## src/sv/jdcd_pkg.sv

```systemverilog
`timescale 1ns / 1ps
// jdcd_pkg: widths, division constants and the month start table for the
// julian day to calendar date pipeline. no dependencies.
package jdcd_pkg;

    // field widths
    localparam int IN_W    = 26;   // julian day in tenths
    localparam int JD_W    = 23;   // whole julian day
    localparam int TEN_W   = 4;    // tenths digit
    localparam int N1_W    = 25;   // 4*jd + bias, century numerator
    localparam int Q_W     = 8;    // biased century count
    localparam int B_W     = 23;   // shifted day count
    localparam int N2_W    = 25;   // 4*b - bias, year numerator
    localparam int C_W     = 15;   // year count
    localparam int X_W     = 9;    // day within year cycle
    localparam int E_W     = 4;    // month index
    localparam int R_W     = 16;   // 100*x
    localparam int MON_W   = 4;
    localparam int DOM_W   = 5;
    localparam int YR_W    = 14;
    localparam int YS_W    = 16;   // signed year

    // divide by 10: exact reciprocal for any 32-bit value
    localparam int DIV10_MUL_W = 32;
    localparam logic [DIV10_MUL_W-1:0] DIV10_MUL = 32'hCCCC_CCCD;
    localparam int DIV10_SHIFT = 35;
    localparam logic [TEN_W-1:0] ROUND_UP_TENTH = 4'd5;

    // century term: floor((4*jd + 128179) / 146097) = ab + 52
    localparam logic [N1_W-1:0] CENT_BIAS = 25'd128179;
    localparam int CENT_MUL_W = 15;
    localparam logic [CENT_MUL_W-1:0] CENT_MUL = 15'd29398;
    localparam int CENT_SHIFT = 32;
    localparam logic [N1_W-1:0] CENT_DIV = 25'd146097;
    // b = jd + q - q/4 + 1486 (folds +1, -39 and +1524)
    localparam logic [B_W-1:0] B_BIAS = 23'd1486;

    // year term: c = floor((4*b - 489) / 1461)
    localparam logic [N2_W-1:0] YEAR_BIAS = 25'd489;
    localparam int YEAR_MUL_W = 22;
    localparam logic [YEAR_MUL_W-1:0] YEAR_MUL = 22'd2939744;
    localparam int YEAR_SHIFT = 32;
    localparam logic [N2_W-1:0] YEAR_DIV = 25'd1461;

    // month term: e = floor(100*x / 3061)
    localparam int MON_MUL_W = 16;
    localparam logic [MON_MUL_W-1:0] MON_MUL = 16'd34200;
    localparam int MON_SHIFT = 20;
    localparam logic [R_W-1:0] MON_DIV = 16'd3061;
    localparam logic [R_W-1:0] DAY_SCALE = 16'd100;

    localparam logic [E_W-1:0] E_WRAP = 4'd14;
    localparam logic [MON_W-1:0] MON_FEB = 4'd2;
    localparam logic [YS_W-1:0] YEAR_OFFSET = 16'd4716;
    localparam logic [YS_W-1:0] YEAR_EPOCH = 16'd1900;

    // floor(30.61 * e)
    function automatic logic [X_W-1:0] month_start(input logic [E_W-1:0] e);
        logic [X_W-1:0] v;
        case (e)
            4'd0:    v = 9'd0;
            4'd1:    v = 9'd30;
            4'd2:    v = 9'd61;
            4'd3:    v = 9'd91;
            4'd4:    v = 9'd122;
            4'd5:    v = 9'd153;
            4'd6:    v = 9'd183;
            4'd7:    v = 9'd214;
            4'd8:    v = 9'd244;
            4'd9:    v = 9'd275;
            4'd10:   v = 9'd306;
            4'd11:   v = 9'd336;
            4'd12:   v = 9'd367;
            4'd13:   v = 9'd397;
            4'd14:   v = 9'd428;
            4'd15:   v = 9'd459;
            default: v = 9'd0;
        endcase
        return v;
    endfunction

endpackage

```

## src/sv/jdcd_cycle.sv

```systemverilog
`timescale 1ns / 1ps
// jdcd_cycle: year count c and day within the year cycle x = b - floor(1461c/4).
// depends on jdcd_pkg.
module jdcd_cycle (
    input  logic                        i_clk,
    input  logic                        i_rst_n,
    input  logic                        i_valid,
    input  logic [jdcd_pkg::B_W-1:0]    i_b,
    output logic                        o_valid,
    output logic [jdcd_pkg::C_W-1:0]    o_c,
    output logic [jdcd_pkg::X_W-1:0]    o_x
);
    localparam int PROD_W = jdcd_pkg::N2_W + jdcd_pkg::YEAR_MUL_W;

    logic [3:0]                  r_vld;
    logic [jdcd_pkg::B_W-1:0]    r_b1, r_b2, r_b3;
    logic [jdcd_pkg::N2_W-1:0]   r_n2, r_n2b;
    logic [jdcd_pkg::C_W-1:0]    r_c0, r_c, r_c4;
    logic [jdcd_pkg::X_W-1:0]    r_x;

    logic [jdcd_pkg::N2_W-1:0]   n_n2, n_cd, n_rem, n_days;
    logic [PROD_W-1:0]           n_prod;
    logic [jdcd_pkg::C_W-1:0]    n_c;
    logic [jdcd_pkg::B_W-1:0]    n_xw;

    always_ff @(posedge i_clk) begin
        if (!i_rst_n) begin
            r_vld <= '0;
        end else begin
            r_vld <= {r_vld[2:0], i_valid};
        end
    end

    assign n_n2   = {i_b, 2'b00} - jdcd_pkg::YEAR_BIAS;
    assign n_prod = PROD_W'(r_n2) * PROD_W'(jdcd_pkg::YEAR_MUL);

    assign n_cd  = jdcd_pkg::N2_W'(r_c0) * jdcd_pkg::YEAR_DIV;
    assign n_rem = r_n2b - n_cd;
    assign n_c   = r_c0 + jdcd_pkg::C_W'(n_rem >= jdcd_pkg::YEAR_DIV);

    // d = floor(1461*c/4), x = b - d
    assign n_days = jdcd_pkg::N2_W'(r_c) * jdcd_pkg::YEAR_DIV;
    assign n_xw   = r_b3 - n_days[jdcd_pkg::N2_W-1:2];

    always_ff @(posedge i_clk) begin
        r_n2  <= n_n2;
        r_b1  <= i_b;
        r_c0  <= n_prod[jdcd_pkg::YEAR_SHIFT +: jdcd_pkg::C_W];
        r_n2b <= r_n2;
        r_b2  <= r_b1;
        r_c   <= n_c;
        r_b3  <= r_b2;
        r_x   <= n_xw[jdcd_pkg::X_W-1:0];
        r_c4  <= r_c;
    end

    assign o_valid = r_vld[3];
    assign o_c     = r_c4;
    assign o_x     = r_x;
endmodule

```

## config.mk

```make
export PLATFORM = sky130hd
export DESIGN_NAME = jdcd_cycle
export DESIGN_NICKNAME = d
export VERILOG_FILES = /design/src/sv/jdcd_pkg.sv /design/src/sv/jdcd_cycle.sv
export SDC_FILE = /design/constraint.sdc
export NUM_CORES = 1
export LEC_CHECK = 0
export ABC_AREA = 1
export BUFFER_PORTS_ARGS = -buffer_cell sky130_fd_sc_hd__buf_4
export CELL_PAD_IN_SITES_DETAIL_PLACEMENT = 2
export CELL_PAD_IN_SITES_GLOBAL_PLACEMENT = 2
export CORE_MARGIN = 2
export CORE_UTILIZATION = 37
export DETAILED_ROUTE_END_ITERATION = 8
export GPL_ROUTABILITY_DRIVEN = 0
export PLACE_DENSITY_LB_ADDON = 0.05
export SYNTH_ARGS = -nofsm -noshare
export SYNTH_HDL_FRONTEND = slang
export SYNTH_SLANG_ARGS = --single-unit
```

## constraint.sdc

```tcl
create_clock -name i_clk -period 5.3 [get_ports i_clk]
set_clock_uncertainty 0.1 [all_clocks]
set_input_delay 0.265 -clock i_clk [delete_from_list [all_inputs] [get_ports i_clk]]
set_output_delay 0.265 -clock i_clk [all_outputs]
set_load 0.01 [all_outputs]
```

* Word-level counts from Yosys, hierarchy flattened
Index checks and enable logic that the tools add are counted.
Widths: inputs -> output; s select.
** Cells by class
- Multiply operators :: 3
- $add $sub $neg :: 4
- Order comparisons :: 1
** Operators by type and width (number)
- $mul 25x17->42 const B :: 1
- $ge 25x11->1 const B :: 1
- $mul 15x11->25 const B :: 1
- $sub 25x25->25 :: 1
- $sub 25x9->25 const B :: 1
- $add 15x1->15 :: 1
- $mul 15x11->11 const B :: 1
- $sub 9x9->9 :: 1
** Storage, ports and cells
- Word-level logic and storage cells :: 18
- Output and inout port bits :: 25
- Flip-flop bits (word level) :: 135
- Input bits :: 26

* Logic depth before layout (Yosys ltp)
Gate-level depths: netlist (run 1).
- Depth after elaboration :: 4
- Gate-level depth with buffers :: 36
- Gate-level depth less buffers :: 36

* Least setup slack after synthesis (run 1)
Ideal clock, no wire load.
- Path type :: register to register
- Start point :: reg r_c0[1] in the netlist's numbering
- End point :: reg r_c[14] in the netlist's numbering
- Cell stages (with the launch flop) :: 32
- Arrival time :: 5677 ps
- Clock period less this slack :: 5849 ps
- Setup slack :: -549 ps
- Setup time :: 72 ps
- Path through :: dfxtp_1 ha_1 xor2_1 ha_1 or2_2 fa_1 fa_1 inv_1 fa_1 inv_1 ha_1 nand2_1 inv_2 nand2_1 nand2_1 a21oi_1 nand2_1 nand2_1 nand2_1 nor2_1 nand2_1 nor2_1 nand4_1 nand3_1 ha_1 nand2_2 nor4_4 nand2_2 nor3_2 nand3_1 nor3_2 xor2_1
** On the way
- Cells in the longest elaborated chain, start to end :: 4
** RTL lines
- from (decl) :: line jdcd_cycle.sv:18 : logic [jdcd_pkg::C_W-1:0] r_c0, r_c, r_c4;
- from (signal assigned) :: line jdcd_cycle.sv:48 : r_c0 <= n_prod[jdcd_pkg::YEAR_SHIFT +: jdcd_pkg::C_W];
- $mul 15x11->25 :: line jdcd_cycle.sv:37 : assign n_cd = jdcd_pkg::N2_W'(r_c0) * jdcd_pkg::YEAR_DIV;
- $sub 25x25->25 :: line jdcd_cycle.sv:38 : assign n_rem = r_n2b - n_cd;
- $ge 25x11->1 :: line jdcd_cycle.sv:39 : assign n_c = r_c0 + jdcd_pkg::C_W'(n_rem >= jdcd_pkg::YEAR_DIV);
- $add 15x1->15 * :: line jdcd_cycle.sv:39
- net n_c (one bit) :: line jdcd_cycle.sv:23 : logic [jdcd_pkg::C_W-1:0] n_c;
- to (signal assigned) :: line jdcd_cycle.sv:51 : r_c <= n_c;
- to (decl) :: line jdcd_cycle.sv:18
Mark *: on every way through the listed nets, which the timed path passes. The rest lies on a longest branch.
A chain may end at the register's enable or synchronous reset.

* Worst setup path after layout (run 1)
- Start point :: reg r_c0[11] in the netlist's numbering
- End point :: reg r_c[14] in the netlist's numbering
Same word-level chain as after synthesis.

==> impl_results.md, run 1 <==
- Row count: 81
- ANT nets after route: 0
- CP startpoint: r_c0[11]
- Most frequent cell on the critical path: nand2_2
- Hold WC Path Type: in -> reg
- Design area: 0.0255 mm²
- # fillers: 5,126
- Final Hold Vio Count: 0
- Hold depth: 3
- Setup-failing EPs final: 30
- Commonest non-fill, non-tap cell in the layout: inv_1
- Share of post-route cells with drive strength above 1: 35.6%
- Syn-to-layout area delta: 39.8%
- Wire per inst: 29.6 µm
- Vias in the first global route: 18,972
- DR pass1 iterations: 4
- Req. time, crit path: 5.54 ns
- Post-synthesis sequential area ratio: 14.4%
- Worst reg-to-reg setup slack: -1.25 ns
- Total gr overflow: 0
- Final slew viol count: 0
- CTS tree: yes
- Hpwl dp: 53,400 µm
- Final min period: 6.55 ns
- Post-Syn Area: 0.0183 mm²
- Clk sink count: 131
- Syn nets: 2,700
- Status: finished, violations left
- DRT Wirelength: 94,400 µm
- Vias per inst: 5.21
- Initial Util: 37.4%
- Die W: 226 µm
- Post-Synthesis Cells: 2,102
- Crit path buf inv count: 7
- Worst setup SP type: flop
- Tot GR Track Use: 30.1%
- Root buf cell: clkbuf_16
- Port Buf Inserts: 50
- Setup Crit Path Kind: reg -> reg
- WHS Endpoint: r_n2[22]
- Worst-Skew Late Latency: 0.47 ns
- Clock transition at path regs: 0.07 ns
- Cell Area, Placed: 0.0218 mm²
- Syn Area/Cell: 8.69 µm²
- Failing checks: negative setup slack
- Worst r2r src: r_c0[11]
- Final Cycle Share: 124%
- Initial DRC count: 822
- R2R depth: 33
- Antenna violations before repair: 4
- I/O Pins: 51
- Arrival @ worst endpoint: 6.79 ns
- Synth Register Bits: 131
- Actual slew at the worst max-slew pin: 0.670 ns
- Via Count: 16,605
- Cts bufs inserted: 17
- Maximum fanout along the worst path: 5
- Full die area: 0.0512 mm²
- Worst path slowest cell: fa_1
- Htree depth: 4
- Nets: 3,106
- Chip height: 226 µm
- Final worst slack: -1.25 ns
- Most frequent cells in the layout: inv_1, buf_4, fa_1
- Clk buf depth: 2
- Max-cap violations: 0
- Core Area: 0.0488 mm²
- Largest net degree at the start of global routing: 17
- Maximum clock frequency: 153 MHz
- First-pass GRT wire length: 114,000 µm
- Slew Limit Headroom: 55.2%
- Worst min-delay path startpoint: i_b[16]
- YS warnings: 0
- Unrepaired setup endpoints after global routing: yes
- R2r endpoint: r_c[14]
- Yosys cell types: 42
- Residual DRC: 0
- CP top delay family: adder cells
- Worst setup EP type: flop
- Crit path largest cell delay: 0.58 ns
-- how the worst max path moves through the flow --
stage	endpoint	slack (ns)	cells after the start
5_1_grt	r_c[14]	-1.39	31
3_3_place_gp	r_c[11]	-0.77	26
2_1_floorplan	r_c[14]	-0.01	29
4_1_cts	r_c[13]	-0.70	28
3_5_place_dp	r_c[11]	-0.94	29
6_report	r_c[14]	-1.25	33
-- cell usage after synthesis, drive strengths merged --
cell | count | area, µm²
nand4 | 18 | 113
a21o | 7 | 52.6
o21a | 1 | 7.51
nand2b | 1 | 6.26
o31ai | 1 | 7.51
a21oi | 62 | 318
o21bai | 11 | 82.6
a221oi | 1 | 8.76
nor3 | 21 | 143
inv | 627 | 2350
nand2 | 314 | 1250
nand3b | 7 | 77.6
o21ai | 26 | 134
and3 | 2 | 12.5
dfxtp | 131 | 2620
o22ai | 1 | 6.26
clkbuf | 1 | 3.75
fa | 276 | 5530
a31oi | 6 | 37.5
nor4 | 5 | 46.3
a21boi | 2 | 15.0
ha | 296 | 3700
or2 | 3 | 18.8
xnor2 | 33 | 289
xor2 | 62 | 543
a211oi | 1 | 7.51
nand3 | 66 | 350
nor2 | 117 | 505
o221ai | 3 | 26.3
-- worst min-delay path, delay by kind of cell --
kind                   cells  cell delay (ns)
AND/OR/NAND/NOR            1             0.06
XOR/XNOR                   1             0.13
buffers and inverters      1             0.11
-- through the flow --
step	utilization [%]	TNS (ns)	std cells	hold WS [ns]	worst slack, ns
2_1_floorplan	-	-0.0144	2102	0.193	-0.0144
3_3_place_gp	44.6	-10.00	3066	0.212	-0.773
3_5_place_dp	44.6	-13.06	3066	0.215	-0.943
4_1_cts	48.1	-5.62	3138	0.0147	-0.702
5_1_grt	52.3	-17.95	3184	0.0477	-1.39
6_report	52.3	-14.30	3186	0.0476	-1.25
-- state kept, by name (all words and copies together), names as in the netlist --
signal / count
r_vld: 4
o_c: 15
r_c: 15
o_x: 9
r_n2: 23
r_c0: 15
r_n2b: 23
r_b2: 9
r_b3: 9
r_b1: 9
-- cell families (layout without fill, tap and decap cells) --
| family | after synthesis | count (layout) | share of synthesized area, % |
|---|---|---|---|
| XOR/XNOR | 95 | 95 | 4.56 |
| other | 0 | 2 | 0 |
| flip-flops | 131 | 131 | 14.4 |
| AO/OA/AOI/OAI | 122 | 122 | 3.85 |
| AND/OR/NAND/NOR | 554 | 554 | 13.8 |
| adder cells (fa/ha/maj) | 572 | 572 | 50.5 |
| buffers and inverters | 628 | 1046 | 12.9 |
-- layout make-up --
class                   count  area, µm²  area share [%]
inverters                 627       2380            9.31
well taps                 664        831            3.25
multi-input cells        1343      15800            62.1
diodes                      2       5.00          0.0196
clock buffers              17        425            1.67
repair buffers            388       3160            12.4
flip-flops and latches    131       2740            10.7
clock inverters            14        150           0.588
-- routing by layer --
metal	global-route usage (%)	vias to the layer above	share of wire, %
li1	-	7086	-
met1	32.3	8638	35
met2	59.3	539	54
met3	3.27	342	3.6
met4	11.9	0	7.0
met5	0	-	0
-- timing repair --
item | CTS | global route
resized for setup | 162 | 393
endpoints found under the hold margin | 30 | 0
setup endpoints to repair | 30 | 30
hold buffers | 22 | 0
pin swaps | 60 | 199
setup buffers | 21 | 60
Power of run 1 is left out: the tool's default activity adds up to more than one toggle a clock period on the data nets, which glitch-free logic cannot reach.
==> run 2, diff against run 1 <==
--- a/config.mk
+++ b/config.mk
@@ -14,6 +14,7 @@
 export DETAILED_ROUTE_END_ITERATION = 8
 export GPL_ROUTABILITY_DRIVEN = 0
 export PLACE_DENSITY_LB_ADDON = 0.05
+export RECOVER_POWER = 50
 export SYNTH_ARGS = -nofsm -noshare
 export SYNTH_HDL_FRONTEND = slang
 export SYNTH_SLANG_ARGS = --single-unit
==> run 2 against run 1 <==
  * The flow still finishes with violations (negative setup slack)
  * First-iteration DRC count fell by 2.8%
  * Sequential cell count stayed put
  * Maximum frequency hardly changed
  * Core utilization shrank 0.059 points
  * Final area is 0.11% lower
  * Die area is the same
  * Global-route usage did not move
  * Via count is 0.40% higher
  * Clock-buffer cell count unchanged
  * Register-to-register slack hardly changed
  * Sequential share of layout area is 0.057 points lower
  * Non-clock buffer count is the same
  * Highest routed layer unchanged
==> impl_results.md, run 2 (synthesis results as in run 1) <==
- Req. time, crit path: 5.54 ns (about the same)
- Arrival @ worst endpoint: 6.80 ns (was 6.79 ns)
- Via Count: 16,672 (was 16,605)
- Initial DRC count: 799 (was 822)
- Commonest non-fill, non-tap cell in the layout: inv_1 (unchanged)
- Actual slew at the worst max-slew pin: 0.668 ns (was 0.670 ns)
- I/O Pins: 51 (unchanged)
- Max-cap violations: 0 (unchanged)
- Biggest regs: r_n2 (23), r_n2b (23) (unchanged)
- Setup-failing EPs final: 30 (unchanged)
- Status: finished, violations left (unchanged)
- Hpwl dp: 53,400 µm (unchanged)
- Core Area: 0.0488 mm² (unchanged)
- Most frequent cells in the layout: inv_1, buf_4, fa_1 (unchanged)
- Total gr overflow: 0 (unchanged)
- Unrepaired setup endpoints after global routing: yes (unchanged)
- Most frequent cell on the critical path: nand2_2 (unchanged)
- Port Buf Inserts: 50 (unchanged)
- Die W: 226 µm (unchanged)
- Clock transition at path regs: 0.07 ns (about the same)
- Crit path largest cell delay: 0.59 ns (was 0.58 ns)
- CTS tree: yes (unchanged)
- Htree depth: 4 (unchanged)
- R2r endpoint: r_c[14] (unchanged)
- Row count: 81 (unchanged)
- Final Hold Vio Count: 0 (unchanged)
- Cts bufs inserted: 17 (unchanged)
- Worst min-delay path startpoint: i_b[16] (unchanged)
- Syn-to-layout area delta: 39.7% (was 39.8%)
- WHS Endpoint: r_n2[22] (unchanged)
- Worst hold slack: 0.0481 ns (was 0.0476 ns)
- Chip height: 226 µm (unchanged)
- Root buf cell: clkbuf_16 (unchanged)
- Final worst slack: -1.26 ns (was -1.25 ns)
- Worst path slowest cell: fa_1 (unchanged)
- Initial Util: 37.4% (unchanged)
- First-pass GRT wire length: 114,000 µm (unchanged)
- Residual DRC: 0 (unchanged)
- Largest net degree at the start of global routing: 17 (unchanged)
- R2R depth: 33 (unchanged)
- Clk buf depth: 2 (unchanged)
- Worst reg-to-reg setup slack: -1.26 ns (was -1.25 ns)
- ANT nets after route: 0 (unchanged)
- Hold WC Path Type: in -> reg (unchanged)
- Worst-Skew Late Latency: 0.47 ns (about the same)
- Failing checks: negative setup slack (unchanged)
- DRT Wirelength: 94,400 µm (about the same)
- Final Cycle Share: 124% (about the same)
- Worst setup SP type: flop (unchanged)
- Maximum fanout along the worst path: 5 (unchanged)
- DR pass1 iterations: 5 (was 4)
- Hold depth: 3 (unchanged)
- Final slew viol count: 0 (unchanged)
- TNS Setup: -16.26 ns (was -14.30 ns)
- Vias in the first global route: 18,972 (unchanged)
- Vias per inst: 5.23 (was 5.21)
- Wire per inst: 29.6 µm (about the same)
- Worst r2r src: r_c0[11] (unchanged)
- Nets: 3,106 (unchanged)
- Maximum clock frequency: 152 MHz (was 153 MHz)
- Share of post-route cells with drive strength above 1: 35.2% (was 35.6%)
- Setup Crit Path Kind: reg -> reg (unchanged)
- Full die area: 0.0512 mm² (unchanged)
- Clk sink count: 131 (unchanged)
- Antenna violations before repair: 4 (unchanged)
- Slew Limit Headroom: 55.3% (was 55.2%)
- Final min period: 6.56 ns (was 6.55 ns)
- Tot GR Track Use: 30.1% (unchanged)
- Worst setup EP type: flop (unchanged)
-- run 2: changes by cell type in the layout (fill, tap and decap cells not counted), sizes merged --
| cell | previous run | this run |
|---|---|---|
| buf | 366 | 363 |
| clkbuf | 17 | 20 |
-- run 2: metal layers --
layer	vias up	track usage, %	share of wire [%]
met5	-	0	0
met4	0	11.9	7.1
met3	347	3.27	3.9
met2	597	59.3	54
met1	8638	32.3	35
li1	7090	-	-
-- run 2: stage by stage --
step	setup slack, ns	cells	area, µm²	utilization, %
6_report	-1.26	3186	25500	52.2
5_1_grt	-1.39	3184	25500	52.2
4_1_cts	-0.702	3138	23500	48.1
3_5_place_dp	-0.943	3066	21800	44.6
3_3_place_gp	-0.773	3066	21800	44.6
2_1_floorplan	-0.0144	2102	18700	-
-- run 2: how the worst max path moves through the flow --
stage                     startpoint  slack (ns)      end  cells past startpoint
after CTS                   r_c0[11]       -0.70  r_c[13]                     28
after global placement      r_c0[13]       -0.77  r_c[11]                     26
final                       r_c0[11]       -1.26  r_c[14]                     33
after floorplan             r_c0[11]       -0.01  r_c[14]                     29
after global routing         r_c0[7]       -1.39  r_c[14]                     31
after detailed placement     r_c0[2]       -0.94  r_c[11]                     29
-- run 2: worst max-delay path: cells and delay by family (launching register included) --
family	cells	cell delay [ns]
XOR/XNOR	1	0.32
adder cells (fa/ha/maj)	7	2.76
buffers and inverters	7	0.76
flip-flops	1	0.38
AND/OR/NAND/NOR	18	2.11
-- run 2: final cells by class --
cell class | count | area [µm²]
Antenna cell | 2 | 5.00
Clock buffer | 17 | 425
Inverter | 627 | 2380
Tap cell | 664 | 831
Timing Repair Buffer | 388 | 3150
Sequential cell | 131 | 2730
Clock inverter | 14 | 150
Multi-Input combinational cell | 1343 | 15800
Fill cell | 5136 | 23300
-- run 2: what timing repair did --
item | 4_1_cts | 5_1_grt
endpoints found under the hold margin | 30 | 0
pin swaps | 60 | 199
gates resized for setup | 162 | 393
buffers inserted | 21 | 60
setup endpoints to repair | 30 | 30
hold buffers | 22 | 0
Power of run 2 is left out for the same reason.
==> run 3, diff against run 2 <==
--- a/config.mk
+++ b/config.mk
@@ -5,12 +5,12 @@
 export SDC_FILE = /design/constraint.sdc
 export NUM_CORES = 1
 export LEC_CHECK = 0
-export ABC_AREA = 1
+export ABC_AREA = 0
 export BUFFER_PORTS_ARGS = -buffer_cell sky130_fd_sc_hd__buf_4
 export CELL_PAD_IN_SITES_DETAIL_PLACEMENT = 2
 export CELL_PAD_IN_SITES_GLOBAL_PLACEMENT = 2
 export CORE_MARGIN = 2
-export CORE_UTILIZATION = 37
+export CORE_UTILIZATION = 39
 export DETAILED_ROUTE_END_ITERATION = 8
 export GPL_ROUTABILITY_DRIVEN = 0
 export PLACE_DENSITY_LB_ADDON = 0.05
==> run 3 against run 2 <==
  * The run still ends with negative setup slack left
  * Wire length is 32% lower
  * Critical path depth is 12 lower
  * Die area is 14% lower
  * Critical endpoint is now r_c0[12]
  * Setup slack better by 0.39 ns
  * Register-to-register slack better by 0.39 ns
  * Maximum frequency is 6.3% higher
  * Global-route usage is 2.9 points lower
  * Clock-buffer cell count stayed put
  * Cell count is 20% lower
  * Via count is 23% lower
  * Critical path type unchanged
  * Synthesized area is 10% lower
  * Sequential cell count stayed put
==> impl_results.md, run 3 <==
- Max-cap violations: 0 (unchanged)
- Syn Area/Cell: 10.2 µm² (was 8.69 µm²)
- Commonest non-fill, non-tap cell in the layout: inv_1 (unchanged)
- Hpwl dp: 44,000 µm (was 53,400 µm)
- Setup Crit Path Kind: reg -> reg (unchanged)
- Post-Synthesis Cells: 1,620 (was 2,102)
- DP Cell Count: 2,443 (was 3,066)
- Final worst slack: -0.868 ns (was -1.26 ns)
- Synth Register Bits: 131 (unchanged)
- CP top delay family: adder cells (unchanged)
- Htree depth: 4 (unchanged)
- Maximum fanout along the worst path: 4 (was 5)
- Worst setup EP type: flop (unchanged)
- Final min period: 6.17 ns (was 6.56 ns)
- Total inserted antenna cells: 0 (was 2)
- Port Buf Inserts: 50 (unchanged)
- Final Hold Vio Count: 0 (unchanged)
- Root buf cell: clkbuf_16 (unchanged)
- Most frequent cell on the critical path: fa_1 (was nand2_2)
- Crit path buf inv count: 4 (was 7)
- I/O Pins: 51 (unchanged)
- Syn nets: 2,218 (was 2,700)
- Maximum clock frequency: 162 MHz (was 152 MHz)
- Clk sink count: 131 (unchanged)
- YS warnings: 0 (unchanged)
- Hold WC Path Type: reg -> reg (was in -> reg)
- Clock transition at path regs: 0.08 ns (was 0.07 ns)
- Top-count cell post-synth: inv_1 (unchanged)
- Worst path slowest cell: fa_1 (unchanged)
- Share of post-route cells with drive strength above 1: 29.3% (was 35.2%)
- Core Area: 0.0418 mm² (was 0.0488 mm²)
- Initial Util: 39.4% (was 37.4%)
- Setup-failing EPs final: 30 (unchanged)
- Actual slew at the worst max-slew pin: 0.936 ns (was 0.668 ns)
- Area contributors post-synth: fa_1, ha_1, dfxtp_1 (unchanged)
- Post-Syn Area: 0.0164 mm² (was 0.0183 mm²)
- Post-synthesis sequential area ratio: 15.9% (was 14.4%)
- Die W: 209 µm (was 226 µm)
- Commonest cells post-synth: inv_1, ha_1, fa_1 (was inv_1, ha_1, nand2_1)
- Main synth FF type: dfxtp_1 (unchanged)
- Syn-to-layout area delta: 33.9% (was 39.7%)
- EDFF count, synth: 0 (unchanged)
- Finished Layout Cells: 2,552 (was 3,186)
- Residual DRC: 0 (unchanged)
- CP cell instances: ha_4 > buf_4 > inv_1 > fa_1 > fa_1 > inv_1 > fa_1 > fa_1 > fa_1 > ha_2 > nor3_4 > o21ai_2 > buf_4 > nand2_1 > nand3_2 > o211ai_4 > nand4_1 > a31oi_2 > o21bai_2 > a21oi_2 > xnor2_1
- Chip height: 209 µm (was 226 µm)
- Final Cycle Share: 116% (was 124%)
- First-pass GRT wire length: 88,400 µm (was 114,000 µm)
- Full die area: 0.0438 mm² (was 0.0512 mm²)
- Clk buf depth: 2 (unchanged)
- Yosys top cell area share: 33.6% (was 30.3%)
- Area leader, netlist: fa_1 (unchanged)
- Via Count: 12,786 (was 16,672)
- Most frequent cells in the layout: inv_1, buf_4, fa_1 (unchanged)
- Yosys cell types: 52 (was 42)
- Arrival @ worst endpoint: 6.45 ns (was 6.80 ns)
- Worst-Skew Late Latency: 0.49 ns (was 0.47 ns)
- Vias in the first global route: 15,334 (was 18,972)
- Vias per inst: 5.01 (was 5.23)
- Synth async-reset ratio: 0% (unchanged)
- Tot GR Track Use: 27.2% (was 30.1%)
- Slew Limit Headroom: 37.1% (was 55.3%)
- DR pass1 iterations: 4 (was 5)
- Wire per inst: 25.1 µm (was 29.6 µm)
- Unrepaired setup endpoints after global routing: yes (unchanged)
- DRT Wirelength: 64,000 µm (was 94,400 µm)
- Worst setup SP type: flop (unchanged)
- CTS tree: yes (unchanged)
- Total gr overflow: 0 (unchanged)
- Initial DRC count: 481 (was 799)
- Failing checks: negative setup slack (unchanged)
- Crit path largest cell delay: 0.58 ns (was 0.59 ns)
- Antenna violations before repair: 1 (was 4)
- Req. time, crit path: 5.59 ns (was 5.54 ns)
- Biggest regs: r_n2 (23), r_n2b (23) (unchanged)
- Largest net degree at the start of global routing: 17 (unchanged)
- ANT nets after route: 0 (unchanged)
- Final slew viol count: 0 (unchanged)
- Nets: 2,598 (was 3,106)
- Cts bufs inserted: 17 (unchanged)
- Row count: 75 (was 81)
- Status: finished, violations left (unchanged)
run 3: cell count changes after synthesis, sizes merged, moves of 11 or more:
cell / change
a21oi: -14
inv: -125
nand2: -282
nand3: -49
nand4: -11
nor2: -83
xnor2: +30
xor2: -21
run 3: final timing paths:
check                 from  endpoint  slack (ns)  cells after the start
setup / recovery  r_n2[15]  r_c0[12]       -0.87                     21
hold reg to reg    r_b2[2]   r_b3[2]        0.23                      0
hold / removal     r_b2[2]   r_b3[2]        0.23                      0
setup reg to reg  r_n2[15]  r_c0[12]       -0.87                     21
run 3: final cells by class:
cell class / instances / area (µm²)
sequential: 131 / 2710
tap: 539 / 674
fill: 4250 / 19700
clock buffer: 17 / 425
timing repair buffer: 363 / 2940
inverter: 502 / 1880
multi-input combinational: 985 / 13200
clock inverter: 15 / 158
run 3: cell families after synthesis:
| family | synth area share, % |
|---|---|
| AO/OA/AOI/OAI | 5.87 |
| XOR/XNOR | 5.54 |
| adder cells (fa/ha/maj) | 56.1 |
| buffers and inverters | 11.5 |
| flip-flops | 15.9 |
| multiplexers | 0.244 |
| AND/OR/NAND/NOR | 4.76 |
run 3: through the flow:
| step | area (µm²) | worst slack (ns) | hold slack, ns | utilization, % | setup TNS, ns |
|---|---|---|---|---|---|
| after CTS | 21400 | -0.545 | 0.226 | 51.3 | -8.12 |
| after global routing | 22000 | -1.03 | 0.239 | 52.7 | -21.83 |
| final | 22000 | -0.868 | 0.231 | 52.7 | -18.06 |
| after global placement | 19500 | -0.681 | 0.210 | 46.6 | -13.94 |
| after detailed placement | 19500 | -0.847 | 0.214 | 46.6 | -16.48 |
| after floorplan | 16600 | -0.306 | 0.193 | - | -1.53 |
run 3: per-layer routing:
metal  vias to the layer above  part of all wire [%]  wire length [µm]  track usage (%)
met5                         -                 0.019                12                0
met4                         2                   3.5              2250             10.4
met3                       140                   2.9              1890             4.55
met2                       247                    53             33800             49.6
met1                      6679                    41             26100             31.9
li1                       5718                     -                 -                -
run 3: what timing repair did:
| action | 4_1_cts | 5_1_grt |
|---|---|---|
| endpoints found under the hold margin | 35 | 0 |
| endpoints found under the setup margin | 30 | 30 |
| resized for setup | 174 | 107 |
| setup buffers | 30 | 21 |
| pin swaps | 128 | 88 |
| hold buffers | 33 | 0 |
run 3: worst register-to-register path: stages, from the launching register on:
cell      delay [ns]
dfxtp_1         0.56
ha_4            0.29
buf_4           0.14
inv_1           0.09
fa_1            0.47
fa_1            0.58
inv_1           0.10
fa_1            0.58
fa_1            0.46
fa_1            0.51
ha_2            0.25
nor3_4          0.27
o21ai_2         0.12
buf_4           0.17
nand2_1         0.09
nand3_2         0.11
o211ai_4        0.26
nand4_1         0.19
a31oi_2         0.29
o21bai_2        0.12
a21oi_2         0.16
xnor2_1         0.16
Power of run 3 is left out for the same reason.
